$ cat config.mk
export PLATFORM = sky130hd
export DESIGN_NAME = ps2_mouse_packet_decoder
export DESIGN_NICKNAME = d
export VERILOG_FILES = /design/src/design/psmd_pkg.sv /design/src/design/ps2_mouse_packet_decoder.sv
export SDC_FILE = /design/constraint.sdc
export NUM_CORES = 1
export LEC_CHECK = 0
export BUFFER_PORTS_ARGS = -buffer_cell sky130_fd_sc_hd__buf_2
export CELL_PAD_IN_SITES_DETAIL_PLACEMENT = 1
export CELL_PAD_IN_SITES_GLOBAL_PLACEMENT = 1
export CORE_ASPECT_RATIO = 0.7
export CORE_MARGIN = 1.5
export CORE_UTILIZATION = 45
export CTS_CLUSTER_SIZE = 8
export DETAILED_ROUTE_END_ITERATION = 8
export PLACE_DENSITY = 0.83
export SLEW_MARGIN = 20
export SYNTH_ARGS = -nofsm -noshare
export SYNTH_HDL_FRONTEND = slang
export SYNTH_SLANG_ARGS = --single-unit
$ cat constraint.sdc
create_clock -name clk -period 3.7 [get_ports clk]
set_clock_uncertainty 0.2 [all_clocks]
set_input_delay 0.185 -clock clk [delete_from_list [all_inputs] [get_ports clk]]
set_output_delay 0.185 -clock clk [all_outputs]
set_load 0.005 [all_outputs]
$ cat src/design/psmd_pkg.sv
// Shared constants for the PS/2 mouse packet decoder.
package psmd_pkg;

    // Width of the motion accumulators unless overridden on the top level.
    localparam int ACCUM_WIDTH_DEFAULT = 16;

    // Fixed widths of the byte and result ports and of the internal button and phase fields.
    localparam int BYTE_W   = 8;
    localparam int TOTAL_W  = 16;
    localparam int BUTTON_W = 5;
    localparam int PHASE_W  = 2;

    // Configuration port shape.
    localparam int CFG_INDEX_W = 2;
    localparam int CFG_DATA_W  = 1;

    // Configuration register indexes.
    localparam logic [CFG_INDEX_W-1:0] REG_MOUSE_ENABLE      = 2'd0;
    localparam logic [CFG_INDEX_W-1:0] REG_WHEEL_MODE        = 2'd1;
    localparam logic [CFG_INDEX_W-1:0] REG_EXTRA_BUTTON_MODE = 2'd2;

    // Packet phase codes.
    localparam logic [PHASE_W-1:0] PH_FLAG  = 2'd0;
    localparam logic [PHASE_W-1:0] PH_X     = 2'd1;
    localparam logic [PHASE_W-1:0] PH_Y     = 2'd2;
    localparam logic [PHASE_W-1:0] PH_FOURTH = 2'd3;

    // Bit positions inside received bytes.
    localparam int FLAG_MARK_BIT = 3;   // always set in a valid flag byte
    localparam int BTN4_SRC_BIT  = 4;   // fourth byte, extra-button mode
    localparam int BTN5_SRC_BIT  = 5;   // fourth byte, extra-button mode
    localparam int Z_NIBBLE_W    = 4;   // unsigned wheel nibble in the fourth byte

    // Bit positions inside the button state vector.
    localparam int BTN_LEFT   = 0;
    localparam int BTN_RIGHT  = 1;
    localparam int BTN_MIDDLE = 2;
    localparam int BTN_FOURTH = 3;
    localparam int BTN_FIFTH  = 4;

endpackage

$ cat src/design/ps2_mouse_packet_decoder.sv
// PS/2 mouse packet decoder: byte phase tracking, buttons and saturating motion totals.
// Throughput: one byte per cycle; the input register takes one more byte while a result
// waits, then stalls. The input register feeds the update logic, which loads the state
// and result registers.
// Reset clears the configuration, phase, buttons, accumulators and both valid flags.
// Result fields show the decoder state right after the byte was applied.
module ps2_mouse_packet_decoder #(
    parameter int ACCUM_WIDTH = psmd_pkg::ACCUM_WIDTH_DEFAULT
) (
    input  logic                                clk,
    input  logic                                rst_n,
    // Configuration write port
    input  logic                                cfg_we,
    input  logic [psmd_pkg::CFG_INDEX_W-1:0]    cfg_index,
    input  logic [psmd_pkg::CFG_DATA_W-1:0]     cfg_data,
    // Byte input channel
    input  logic                                in_valid,
    output logic                                in_stall,
    input  logic [psmd_pkg::BYTE_W-1:0]         rx_byte,
    // Result channel
    output logic                                out_valid,
    input  logic                                out_stall,
    output logic                                left_button,
    output logic                                right_button,
    output logic                                middle_button,
    output logic                                fourth_button,
    output logic                                fifth_button,
    output logic signed [psmd_pkg::TOTAL_W-1:0] x_total,
    output logic signed [psmd_pkg::TOTAL_W-1:0] y_total,
    output logic signed [psmd_pkg::TOTAL_W-1:0] z_total,
    output logic                                packet_done
);
    import psmd_pkg::*;

    localparam int SUM_W   = ACCUM_WIDTH + 1;
    localparam int DELTA_W = BYTE_W + 1;
    localparam int EXT_W   = (ACCUM_WIDTH > TOTAL_W) ? ACCUM_WIDTH : TOTAL_W;

    localparam logic signed [ACCUM_WIDTH-1:0] ACC_MAX = {1'b0, {(ACCUM_WIDTH-1){1'b1}}};
    localparam logic signed [ACCUM_WIDTH-1:0] ACC_MIN = {1'b1, {(ACCUM_WIDTH-1){1'b0}}};

    // Add a small signed delta and clamp to the accumulator range.
    function automatic logic signed [ACCUM_WIDTH-1:0] sat_add(
        input logic signed [ACCUM_WIDTH-1:0] acc,
        input logic signed [DELTA_W-1:0]     delta
    );
        logic signed [SUM_W-1:0] sum;
        logic signed [ACCUM_WIDTH-1:0] res;
        sum = SUM_W'(acc) + SUM_W'(delta);
        if (sum[SUM_W-1] != sum[SUM_W-2])
        begin
            res = sum[SUM_W-1] ? ACC_MIN : ACC_MAX;
        end
        else
        begin
            res = sum[ACCUM_WIDTH-1:0];
        end
        return res;
    endfunction

    // Configuration registers.
    logic mouse_enable_reg;
    logic wheel_mode_reg;
    logic extra_button_mode_reg;

    // Input register stage.
    logic              hold_valid_reg;
    logic [BYTE_W-1:0] hold_byte_reg;

    // Decoder state, which also serves as the result register.
    logic [PHASE_W-1:0]             phase_reg;
    logic [PHASE_W-1:0]             phase_next;
    logic [BUTTON_W-1:0]            button_reg;
    logic [BUTTON_W-1:0]            button_next;
    logic signed [ACCUM_WIDTH-1:0]  x_acc_reg;
    logic signed [ACCUM_WIDTH-1:0]  x_acc_next;
    logic signed [ACCUM_WIDTH-1:0]  y_acc_reg;
    logic signed [ACCUM_WIDTH-1:0]  y_acc_next;
    logic signed [ACCUM_WIDTH-1:0]  z_acc_reg;
    logic signed [ACCUM_WIDTH-1:0]  z_acc_next;
    logic                           done_reg;
    logic                           done_next;
    logic                           out_valid_reg;

    logic                      out_free;
    logic                      load;
    logic signed [DELTA_W-1:0] byte_delta;
    logic signed [DELTA_W-1:0] nibble_delta;

    // The result register is free when empty or when its transaction completes now.
    assign out_free = !out_valid_reg || !out_stall;
    assign load     = hold_valid_reg && out_free;
    assign in_stall = hold_valid_reg && !out_free;

    // Configuration writes.
    always_ff @(posedge clk or negedge rst_n)
    begin
        if (!rst_n)
        begin
            mouse_enable_reg      <= 1'b0;
            wheel_mode_reg        <= 1'b0;
            extra_button_mode_reg <= 1'b0;
        end
        else if (cfg_we)
        begin
            unique case (cfg_index)
                REG_MOUSE_ENABLE:      mouse_enable_reg      <= cfg_data[0];
                REG_WHEEL_MODE:        wheel_mode_reg        <= cfg_data[0];
                REG_EXTRA_BUTTON_MODE: extra_button_mode_reg <= cfg_data[0];
                default:               ;
            endcase
        end
    end

    // Input register: take a byte whenever the held one moves on or none is held.
    always_ff @(posedge clk or negedge rst_n)
    begin
        if (!rst_n)
        begin
            hold_valid_reg <= 1'b0;
        end
        else if (!in_stall)
        begin
            hold_valid_reg <= in_valid;
        end
    end

    always_ff @(posedge clk)
    begin
        if (in_valid && !in_stall)
        begin
            hold_byte_reg <= rx_byte;
        end
    end

    // Motion deltas from the held byte.
    assign byte_delta   = DELTA_W'(signed'(hold_byte_reg));
    assign nibble_delta = DELTA_W'({1'b0, hold_byte_reg[Z_NIBBLE_W-1:0]});

    // Packet phase decoding and state update.
    always_comb
    begin
        phase_next  = phase_reg;
        button_next = button_reg;
        x_acc_next  = x_acc_reg;
        y_acc_next  = y_acc_reg;
        z_acc_next  = z_acc_reg;
        done_next   = 1'b0;
        if (!mouse_enable_reg)
        begin
            phase_next = PH_FLAG;
        end
        else
        begin
            unique case (phase_reg)
                PH_FLAG:
                begin
                    if (hold_byte_reg[FLAG_MARK_BIT])
                    begin
                        button_next[BTN_LEFT]   = hold_byte_reg[BTN_LEFT];
                        button_next[BTN_RIGHT]  = hold_byte_reg[BTN_RIGHT];
                        button_next[BTN_MIDDLE] = hold_byte_reg[BTN_MIDDLE];
                        phase_next = PH_X;
                    end
                end
                PH_X:
                begin
                    x_acc_next = sat_add(x_acc_reg, byte_delta);
                    phase_next = PH_Y;
                end
                PH_Y:
                begin
                    y_acc_next = sat_add(y_acc_reg, byte_delta);
                    if (wheel_mode_reg)
                    begin
                        phase_next = PH_FOURTH;
                    end
                    else
                    begin
                        phase_next = PH_FLAG;
                        done_next  = 1'b1;
                    end
                end
                PH_FOURTH:
                begin
                    if (extra_button_mode_reg)
                    begin
                        button_next[BTN_FOURTH] = hold_byte_reg[BTN4_SRC_BIT];
                        button_next[BTN_FIFTH]  = hold_byte_reg[BTN5_SRC_BIT];
                        z_acc_next = sat_add(z_acc_reg, nibble_delta);
                    end
                    else
                    begin
                        z_acc_next = sat_add(z_acc_reg, -byte_delta);
                    end
                    phase_next = PH_FLAG;
                    done_next  = 1'b1;
                end
                default:
                begin
                    phase_next = PH_FLAG;
                end
            endcase
        end
    end

    // State and result registers, loaded once per byte.
    always_ff @(posedge clk or negedge rst_n)
    begin
        if (!rst_n)
        begin
            phase_reg     <= PH_FLAG;
            button_reg    <= '0;
            x_acc_reg     <= '0;
            y_acc_reg     <= '0;
            z_acc_reg     <= '0;
            done_reg      <= 1'b0;
            out_valid_reg <= 1'b0;
        end
        else
        begin
            if (load)
            begin
                phase_reg  <= phase_next;
                button_reg <= button_next;
                x_acc_reg  <= x_acc_next;
                y_acc_reg  <= y_acc_next;
                z_acc_reg  <= z_acc_next;
                done_reg   <= done_next;
            end
            if (out_free)
            begin
                out_valid_reg <= load;
            end
        end
    end

    // Result ports: the low bits of the sign-extended accumulators.
    logic [EXT_W-1:0] x_ext;
    logic [EXT_W-1:0] y_ext;
    logic [EXT_W-1:0] z_ext;

    assign x_ext = EXT_W'(x_acc_reg);
    assign y_ext = EXT_W'(y_acc_reg);
    assign z_ext = EXT_W'(z_acc_reg);

    assign out_valid     = out_valid_reg;
    assign left_button   = button_reg[BTN_LEFT];
    assign right_button  = button_reg[BTN_RIGHT];
    assign middle_button = button_reg[BTN_MIDDLE];
    assign fourth_button = button_reg[BTN_FOURTH];
    assign fifth_button  = button_reg[BTN_FIFTH];
    assign x_total       = x_ext[TOTAL_W-1:0];
    assign y_total       = y_ext[TOTAL_W-1:0];
    assign z_total       = z_ext[TOTAL_W-1:0];
    assign packet_done   = done_reg;

    // A completed packet always leaves the decoder waiting for a flag byte.
    assert property (@(posedge clk) disable iff (!rst_n)
        (out_valid_reg && done_reg) |-> (phase_reg == PH_FLAG))
        else $error("packet_done shown while phase is not the flag phase");

    // The input side only stalls while a byte is held.
    assert property (@(posedge clk) disable iff (!rst_n)
        in_stall |-> hold_valid_reg)
        else $error("input stalled with the input register empty");

    // A byte taken while the mouse is disabled resets the phase and reports no packet.
    assert property (@(posedge clk) disable iff (!rst_n)
        (load && !mouse_enable_reg) |=> ((phase_reg == PH_FLAG) && !done_reg))
        else $error("disabled mouse did not return to the flag phase");

    // Accumulators and buttons change only when a byte is applied.
    assert property (@(posedge clk) disable iff (!rst_n)
        !load |=> ($stable(x_acc_reg) && $stable(y_acc_reg) && $stable(z_acc_reg)
                   && $stable(button_reg)))
        else $error("decoder state changed without a byte being applied");

endmodule
---- After elaboration in Yosys (flattened, before gate mapping) ----
Index checks and enable logic that the tools add are counted.
W data, S select, Z words.
storage, ports and cells
  register bits after elaboration ......... 69
  bits of input ports ..................... 16
  output and inout port bits .............. 56
  word-level logic and storage cells ...... 63
cells by class
  add/sub/neg operators ................... 5
  eq/ne operators ......................... 10
  muxes and demuxes ....................... 16
  reductions and logical operators ........ 19
operator list
  kind                  count
  $mux W16              9
  $add A16 B8 Y17       2
  $add A16 B5 Y17       1
  $add A16 B9 Y17       1
  $neg A8 Y9            1
  $reduce_and A3 Y1     3
  $pmux W2 S4           1
  $reduce_and A2 Y1     4
  $reduce_and A4 Y1     2
  $eq A2 B2 Y1 const B  3
  $mux W2               3
  $eq A2 B1 Y1 const B  2
  $logic_not A1 Y1      4
  $logic_not A2 Y1      2
  $ne A1 B1 Y1          4
  $logic_and A1 B1 Y1   3
  $ne A3 B3 Y1 const B  1
  $mux W1               2
  $pmux W1 S2           1
  $logic_or A1 B1 Y1    1

---- Depth between registers and ports, before layout ----
Gate-level depths: netlist of run 1.
  word-level depth ........................ 6
  mapped depth ............................ 11
  mapped depth without buffers ............ 11

---- Least setup slack after synthesis of run 1 ----
No wires, ideal clock.
  path kind ............................... reg-to-reg
  from .................................... reg hold_byte_reg[7]
  to ...................................... reg z_acc_reg[10], in the netlist z_total[10]
  library setup time ...................... 0.150 ns
  arrival time ............................ 2.663 ns
  required time ........................... 3.350 ns
  path slack .............................. 0.687 ns
  cell stages (with the launch flop) ...... 11
  path buffers ............................ 1
  clock period less this slack ............ 3.013 ns
  path through ............................ edfxtp_1 > inv_1 > ha_1 > and3_1 > nand4_1 > a211o_1 > a31o_2 > o21a_1 > o21ai_2 > buf_4 > o2111ai_1
on the way
  cells in the longest elaborated chain, start to end .. 5
  elaborated cells on any way between the ends .. 6
  those cells by class .................... add/sub (2); eq/ne (1); mux (3)
ends and longest elaborated chain
  item                                      line                                                            RTL
  from (decl)                               ps2_mouse_packet_decoder.sv:68                                  logic [BYTE_W-1:0] hold_byte_reg;
  from (signal assigned)                    ps2_mouse_packet_decoder.sv:132                                 hold_byte_reg <= rx_byte;
  $neg A8 Y9 (*)                            ps2_mouse_packet_decoder.sv:194                                 z_acc_next = sat_add(z_acc_reg, -byte_delta);
  $add A16 B9 Y17 (*)                       ps2_mouse_packet_decoder.sv:49                                  sum = SUM_W'(acc) + SUM_W'(delta);
  $mux W16 or $ne A1 B1 Y1 (tied branches)  ps2_mouse_packet_decoder.sv:52, ps2_mouse_packet_decoder.sv:50
  $mux W16 (*)                              ps2_mouse_packet_decoder.sv:50                                  if (sum[SUM_W-1] != sum[SUM_W-2])
  $mux W16 (*)                              ps2_mouse_packet_decoder.sv:186                                 if (extra_button_mode_reg)
  to (signal assigned)                      ps2_mouse_packet_decoder.sv:228                                 z_acc_reg <= z_acc_next;
  to (decl)                                 ps2_mouse_packet_decoder.sv:79                                  logic signed [ACCUM_WIDTH-1:0] z_acc_reg;
Mark *: on every way between the ends. The rest lies on a longest branch, timed or not.
A chain may end at the register's enable or synchronous reset.

---- Worst setup path after layout of run 1 ----
  from .................................... reg hold_byte_reg[0]
  to ...................................... reg z_acc_reg[14], in the netlist z_total[14]
on the way
  cells in the longest elaborated chain, start to end .. 5
  elaborated cells on any way between the ends .. 10
  those cells by class .................... add/sub (3); eq/ne (2); mux (5)
ends and longest elaborated chain
  item                                      line
  $neg A8 Y9                                ps2_mouse_packet_decoder.sv:194
  $add A16 B9 Y17                           ps2_mouse_packet_decoder.sv:49
  $mux W16 or $ne A1 B1 Y1 (tied branches)  ps2_mouse_packet_decoder.sv:52, ps2_mouse_packet_decoder.sv:50
  $mux W16                                  ps2_mouse_packet_decoder.sv:50
  $mux W16 (*)                              ps2_mouse_packet_decoder.sv:186
Marked as above.

==> metrics.txt, run 1 <==
largest net degree at the start of global routing 36; H-tree lvl count 3; RSZ-0062 raised after global routing no; gr ovfl total 0; ranking of synthesized cells by area dfrtp_1, ha_1, nand2_1; final wirelength between 20 and 25 mm; vias in the first global route 6,189; critical path class reg -> reg; DR WL met2 9.09 mm; worst rel slew slack roughly a third; Hold Path End extra_button_mode_reg; post-synthesis mux area share 1.70%; Pleak between 3 and 4 nW; Synth area leader dfrtp_1; CP Capture Type flip-flop; max_cap viols 0; Avg Inst Size Synth 8.53 um^2; Post-Route Utilization a little over half; share of the clock period used by the worst path ~94%; FF-to-FF path depth 10; Synth Register Bits 69; post-synthesis compound-gate area fraction 27.5%; post-synth top area share ~25%; initial antenna violation count 1; Die ar. between 10,000 and 15,000 um^2; arrival time worst endpoint around 3.5 ns; largest family of logic cells by synthesized area compound AO/OA/AOI/OAI gates; reg2reg end z_total[14]; routed len/inst approximately 21 um; final design area excluding fillers around 7000 um^2; Hold Path Stages 3; CTS tree yes; crit path launch type flip-flop; Clk pin slew, worst setup/hold paths 0.07 ns; FFs w/ async S/R, synth between 80% and 90%; worst vdd ir about 0.45 mV; Post-Synth Simple-Gate Area between 20% and 30%; TNS Setup 0 ns; layout cells sized above 1 ~17%; WP data required between 3 and 4 ns; FF-to-FF Start hold_byte_reg[0]; Cell Area, Synth around 6000 um^2; power density over the cells around 750 nW/um^2; fmax 288 MHz; post_cts resized 0; Yosys Warn Count 0; WL met1 about 9.8 mm; die height about 100 um; final setup fails 0; number of flops mapped to enable cells by yosys 8; Layout area overhead 16.1%; Final Power 5.26 mW; GP Congestion about 0.9; total setup buffers inserted after CTS 0; worst-margin pin slew 0.993 ns; Initial Utilization around 46%; met3 wire len 1.36 mm; max layer used met4; Core Region roughly 13,000 um^2; area share of xor/xnor cells in the synthesized design approximately 4.5%; Synthesized Nets about 800; Reg2Reg Setup Slack ~0.23 ns; outcome complete, no violations; DP HPWL ~15 mm; CP most frequent cell nor2_1; Pins Over Slew Limit 0; I/O Buffers 71; Final Hold Viols 0; Die Span X roughly 140 um; fin worst setup slack approximately 0.23 ns; root buffer cell clkbuf_16; I/O pins 72; CP cell instances ha_1, inv_1, fa_1, nor2_1, nor2_1, or4b_1, o221ai_1, and2_1, a21boi_0, o2111ai_1; CTS Buf Count 9; Area after DPL approximately 6600 um^2; all-layer global routing usage 29.8%; DR iter-0 viols 515; Post-synth top flop dfrtp_1; Routed Antenna Nets 0; Final Critical Period about 3.5 ns; num rows 35; Worst path max stage delay ~0.51 ns; Via Count about 6,000; Cell variety after synth 83; adder and majority cell fraction of the synthesized area between 10% and 20%; post-route DRC violation count 0; Clock Latency Late Sink 0.35 ns; post-synthesis cell count roughly 700; first-pass GRT wire length ~33 mm; hold buffers post-CTS 17; final net count ~870; DP Worst Slack about 0.36 ns; sequential share of the synthesized area 29.3%; drt first pass iters 4; crit path max fanout 12; Max Buffers Root-to-Sink 2; Slowest-stage cell, CP and2_1; clk sink count 69; HP Class in -> reg; vias per cell roughly 6.2; Hold Startpoint cfg_index[1]
-- power breakdown --
group	internal [mW]	switching, mW
clock	0.460	0.375
sequential	1.00	0.296
combinational	1.34	1.79
-- cells in the final DEF, fill, tap and decap left out, types with 4 or more instances in the layout --
| cell | synthesis | layout |
|---|---|---|
| ha_1 | 52 | 52 |
| nand2b_1 | 13 | 13 |
| mux2_2 | 6 | 6 |
| a31oi_1 | 4 | 4 |
| and2_1 | 6 | 6 |
| a2bb2oi_1 | 6 | 6 |
| xor2_1 | 11 | 11 |
| dlygate4sd3_1 | 0 | 17 |
| nor2b_1 | 12 | 12 |
| dfrtp_1 | 61 | 61 |
| or3_1 | 7 | 7 |
| o21ai_1 | 7 | 7 |
| a2bb2oi_2 | 10 | 10 |
| a21o_1 | 9 | 9 |
| buf_4 | 2 | 11 |
| nand3_1 | 15 | 15 |
| o21ai_0 | 63 | 63 |
| nand2_1 | 85 | 85 |
| o211ai_1 | 12 | 12 |
| and3_1 | 9 | 9 |
| xnor2_1 | 20 | 20 |
| o2111ai_1 | 14 | 14 |
| buf_2 | 5 | 71 |
| clkbuf_16 | 0 | 9 |
| edfxtp_1 | 8 | 8 |
| nor2_1 | 59 | 59 |
| a21oi_1 | 37 | 37 |
| inv_1 | 37 | 37 |
| nor3_1 | 20 | 20 |
| clkinv_4 | 0 | 4 |
| o21bai_1 | 5 | 5 |
| o21a_1 | 8 | 8 |
| fa_1 | 4 | 4 |
| nand4_1 | 11 | 11 |
-- cells by family (layout without fill, tap and decap cells) --
| logic type | count (synthesis) | after routing |
|---|---|---|
| flops | 69 | 69 |
| simple gates | 257 | 257 |
| xor+xnor | 31 | 31 |
| mux | 9 | 9 |
| buf+inv | 59 | 152 |
| compound gates | 227 | 227 |
| other cells | 0 | 1 |
| fa+ha+maj | 56 | 56 |
-- worst max-delay path by stage --
stage	cells after the start	to	slack (ns)	startpoint
after floorplan	10	z_total[10]	0.69	hold_byte_reg[7]
after global placement	10	z_total[2]	0.52	hold_byte_reg[0]
after detailed placement	10	z_total[14]	0.36	hold_byte_reg[0]
after CTS	10	z_total[14]	0.32	hold_byte_reg[0]
after global routing	10	z_total[2]	0.03	hold_byte_reg[0]
final	10	z_total[14]	0.23	hold_byte_reg[0]
-- critical path, delay by kind of cell, from the launching register on --
family / cells / cell delay, ns
adders and majority gates: 2 / 0.71
DFF: 1 / 0.47
buffers and inverters: 1 / 0.06
AOI/OAI and AO/OA: 3 / 0.70
and+or+nand+nor: 4 / 1.23
-- area by class of cell --
type                       count  area [um^2]
sequential                    69         1770
timing repair buffer          99          608
fill                        1572         6130
clock inverter                 6         48.8
antenna                        1         2.50
inverter                      37          139
multi-input combinational    580         4010
clock buffer                  10          229
tap                          166          208
-- metal layers --
layer	up-vias	GRT usage, %
met5	-	0
met4	0	5.71
met3	21	5.53
met2	191	47.1
met1	2993	43.1
li1	2801	-
-- synth_stat cells (5+ instances only) --
library cell   n
a21oi_1       37
o2111ai_1     14
or3_1          7
a2bb2oi_1      6
o21ai_0       63
dfrtp_1       61
nand4_1       11
nand2_1       85
nand3_1       15
and3_1         9
inv_1         37
mux2_2         6
o21ai_1        7
nor2b_1       12
nor3_1        20
o211ai_1      12
nand2b_1      13
a21o_1         9
ha_1          52
xnor2_1       20
a2bb2oi_2     10
edfxtp_1       8
buf_2          5
clkbuf_1      11
o21a_1         8
xor2_1        11
o21bai_1       5
nor2_1        59
and2_1         6
-- per-stage QoR --
stage | std cells | hold WS, ns
global placement | 934 | 0.0420
finish | 968 | 0.0218
global route | 967 | 0.0363
detailed placement | 934 | 0.0456
CTS | 967 | 0.00956
floorplan | 708 | -0.311
No activity file was read; power rests on OpenSTA's default activity.
==> inputs of run 2 (changes only) <==
CORE_ASPECT_RATIO = unset   (was 0.7)
REMOVE_ABC_BUFFERS = 1   (was unset)
==> run 2 against run 1 <==
  * Design area hardly changed
  * Register-to-register slack hardly changed
  * Sequential share of layout area hardly changed
  * Cell count is 0.31% higher
  * Critical path depth stayed put
  * Via count is 1.4% lower
  * Clock power is 10% higher
  * Power is 0.65% higher
  * Critical path type unchanged
  * Highest routed layer unchanged
==> metrics.txt, run 2 (same netlist as run 1, synthesis figures left out) <==
CP Capture Type flip-flop; WP data required 3.74 ns (-0.02 ns); share of the clock period used by the worst path 93.6% (-0.17 points); Pins Over Slew Limit 0 (unchanged); critical path class reg -> reg; drt first pass iters 4 (unchanged); H-tree lvl count 3 (unchanged); crit path max fanout 15 (+3); Core Region 13,200 um^2 (+0.40%); CP cell instances ha_1, inv_1, fa_1, nor2b_1, o2111ai_1, nand3_1, nand3_1, o21a_1, o31ai_4, a2bb2oi_1; CTS Buf Count 9 (unchanged); FILL cells 1,605 (+2.1%); crit path launch type flip-flop; commonest non-fill, non-tap cell in the layout nand2_1; Worst path max stage delay 0.77 ns (+0.26 ns); I/O pins 72 (unchanged); all-layer global routing usage 28.4% (-1.4 points); Via Count 5,923 (-1.4%); worst-margin pin slew 1.04 ns (+0.0448 ns); Final Power 5.30 mW (+0.65%); Clk pin slew, worst setup/hold paths 0.05 ns (-0.02 ns); Hold WS 0.0382 ns (+0.0164 ns); final net count 862 (-0.69%); root buffer cell clkbuf_16; most frequent cells in the layout nand2_1, buf_2, o21ai_0, dfrtp_1, nor2_1; die height 119 um (+19%); gr ovfl total 0 (unchanged); post-route DRC violation count 0 (unchanged); Final Hold Viols 0 (unchanged); Buf/Inv on CP 1 (unchanged); Final Critical Period 3.46 ns (-0.00622 ns); fmax 289 MHz (+0.18%); final wirelength 19.5 mm (-5.0%); layout cells sized above 1 16.7% (-0.50 points); TNS Setup 0 ns (unchanged); vias in the first global route 6,280 (+1.5%); Worst Setup SP hold_byte_reg[0]; Pleak 3.21 nW (-0.27%); routed len/inst 20.1 um (-5.3%); worst rel slew slack 30.8% (-3.0 points); initial antenna violation count 0 (-1); vias per cell 6.10 (-1.7%); arrival time worst endpoint 3.50 ns (-0.03 ns); CTS tree yes; RSZ-0062 raised after global routing no; first-pass GRT wire length 32.1 mm (-3.1%); Max Buffers Root-to-Sink 2 (unchanged); Hold Startpoint cfg_index[1]; DR iter-0 viols 279 (-46%); num rows 42 (+20%); Initial Utilization 45.8% (-0.18 points); HP Class in -> reg; CP most frequent cell nand3_1; Slowest-stage cell, CP o31ai_4; Die Span X 119 um (-16%); n_diodes 0 (-1); largest net degree at the start of global routing 33 (-8.3%); I/O Buffers 71 (unchanged); Die ar. 14,100 um^2 (about the same); outcome complete, no violations; Clock Latency Late Sink 0.34 ns (about the same); worst vdd ir 0.432 mV (-4.4%); DP HPWL 13.9 mm (-9.2%); final setup fails 0 (unchanged); clk sink count 69 (unchanged); power density over the cells 756 nW/um^2 (+0.72%); max_cap viols 0 (unchanged); GP Congestion 0.894 (-1.1%); delay-heaviest family, CP compound AO/OA/AOI/OAI gates; total setup buffers inserted after CTS 0 (unchanged); Post-Route Utilization 53.1% (-0.25 points); Routed Antenna Nets 0 (unchanged); FF-to-FF Start hold_byte_reg[0]; Layout area overhead 16.0% (about the same)
==> run 2: power by group <==
| part | total, mW | switching, mW | internal, mW |
|---|---|---|---|
| Sequential | 1.29 | 0.283 | 1.01 |
| Clock | 0.920 | 0.341 | 0.579 |
| Combinational | 3.09 | 1.75 | 1.34 |
==> run 2: what timing repair did <==
item	CTS	global route
hold buffers	14	0
hold endpoints to repair	44	0
gates resized for setup	0	1
endpoints found under the setup margin	0	13
==> run 2: metal layers <==
metal | wire (um) | global-route usage, % | vias to the layer above | share of wire [%]
met2 | 9740 | 49.2 | 143 | 50
met1 | 8460 | 35.7 | 2953 | 43
met3 | 654 | 3.21 | 48 | 3.4
met4 | 649 | 12.9 | 0 | 3.3
li1 | - | - | 2779 | -
met5 | 0 | 0 | - | 0
==> run 2: final timing paths <==
path	to	slack (ns)	cells after the start
hold reg to reg	packet_done	0.28	2
setup reg to reg	y_total[3]	0.24	10
min in group asynchronous	extra_button_mode_reg	0.26	2
max in group asynchronous	x_total[2]	2.08	3
setup / recovery	y_total[3]	0.24	10
hold / removal	extra_button_mode_reg	0.04	3
==> run 2: cell type report <==
type                            instances  area [um^2]  share of cell area [%]
Clock inverter                          1         30.0                   0.429
Multi-Input combinational cell        580         4020                    57.3
Tap cell                              176          220                    3.14
Timing Repair Buffer                   93          556                    7.93
Inverter                               37          139                    1.98
Sequential cell                        69         1770                    25.2
Clock buffer                           15          278                    3.97
==> run 2: stage by stage <==
stage	std cells	cell area [um^2]	setup WS (ns)
2_1_floorplan	686	5910	0.557
3_3_place_gp	941	6550	0.256
3_5_place_dp	941	6550	0.0977
6_report	971	7000	0.238
5_1_grt	971	7000	0.0273
4_1_cts	971	7000	0.0893
==> run 2: tightest hold or removal path: stages <==
cell      delay (ns)
buf_2           0.11
nand3b_1        0.09
mux2_2          0.15
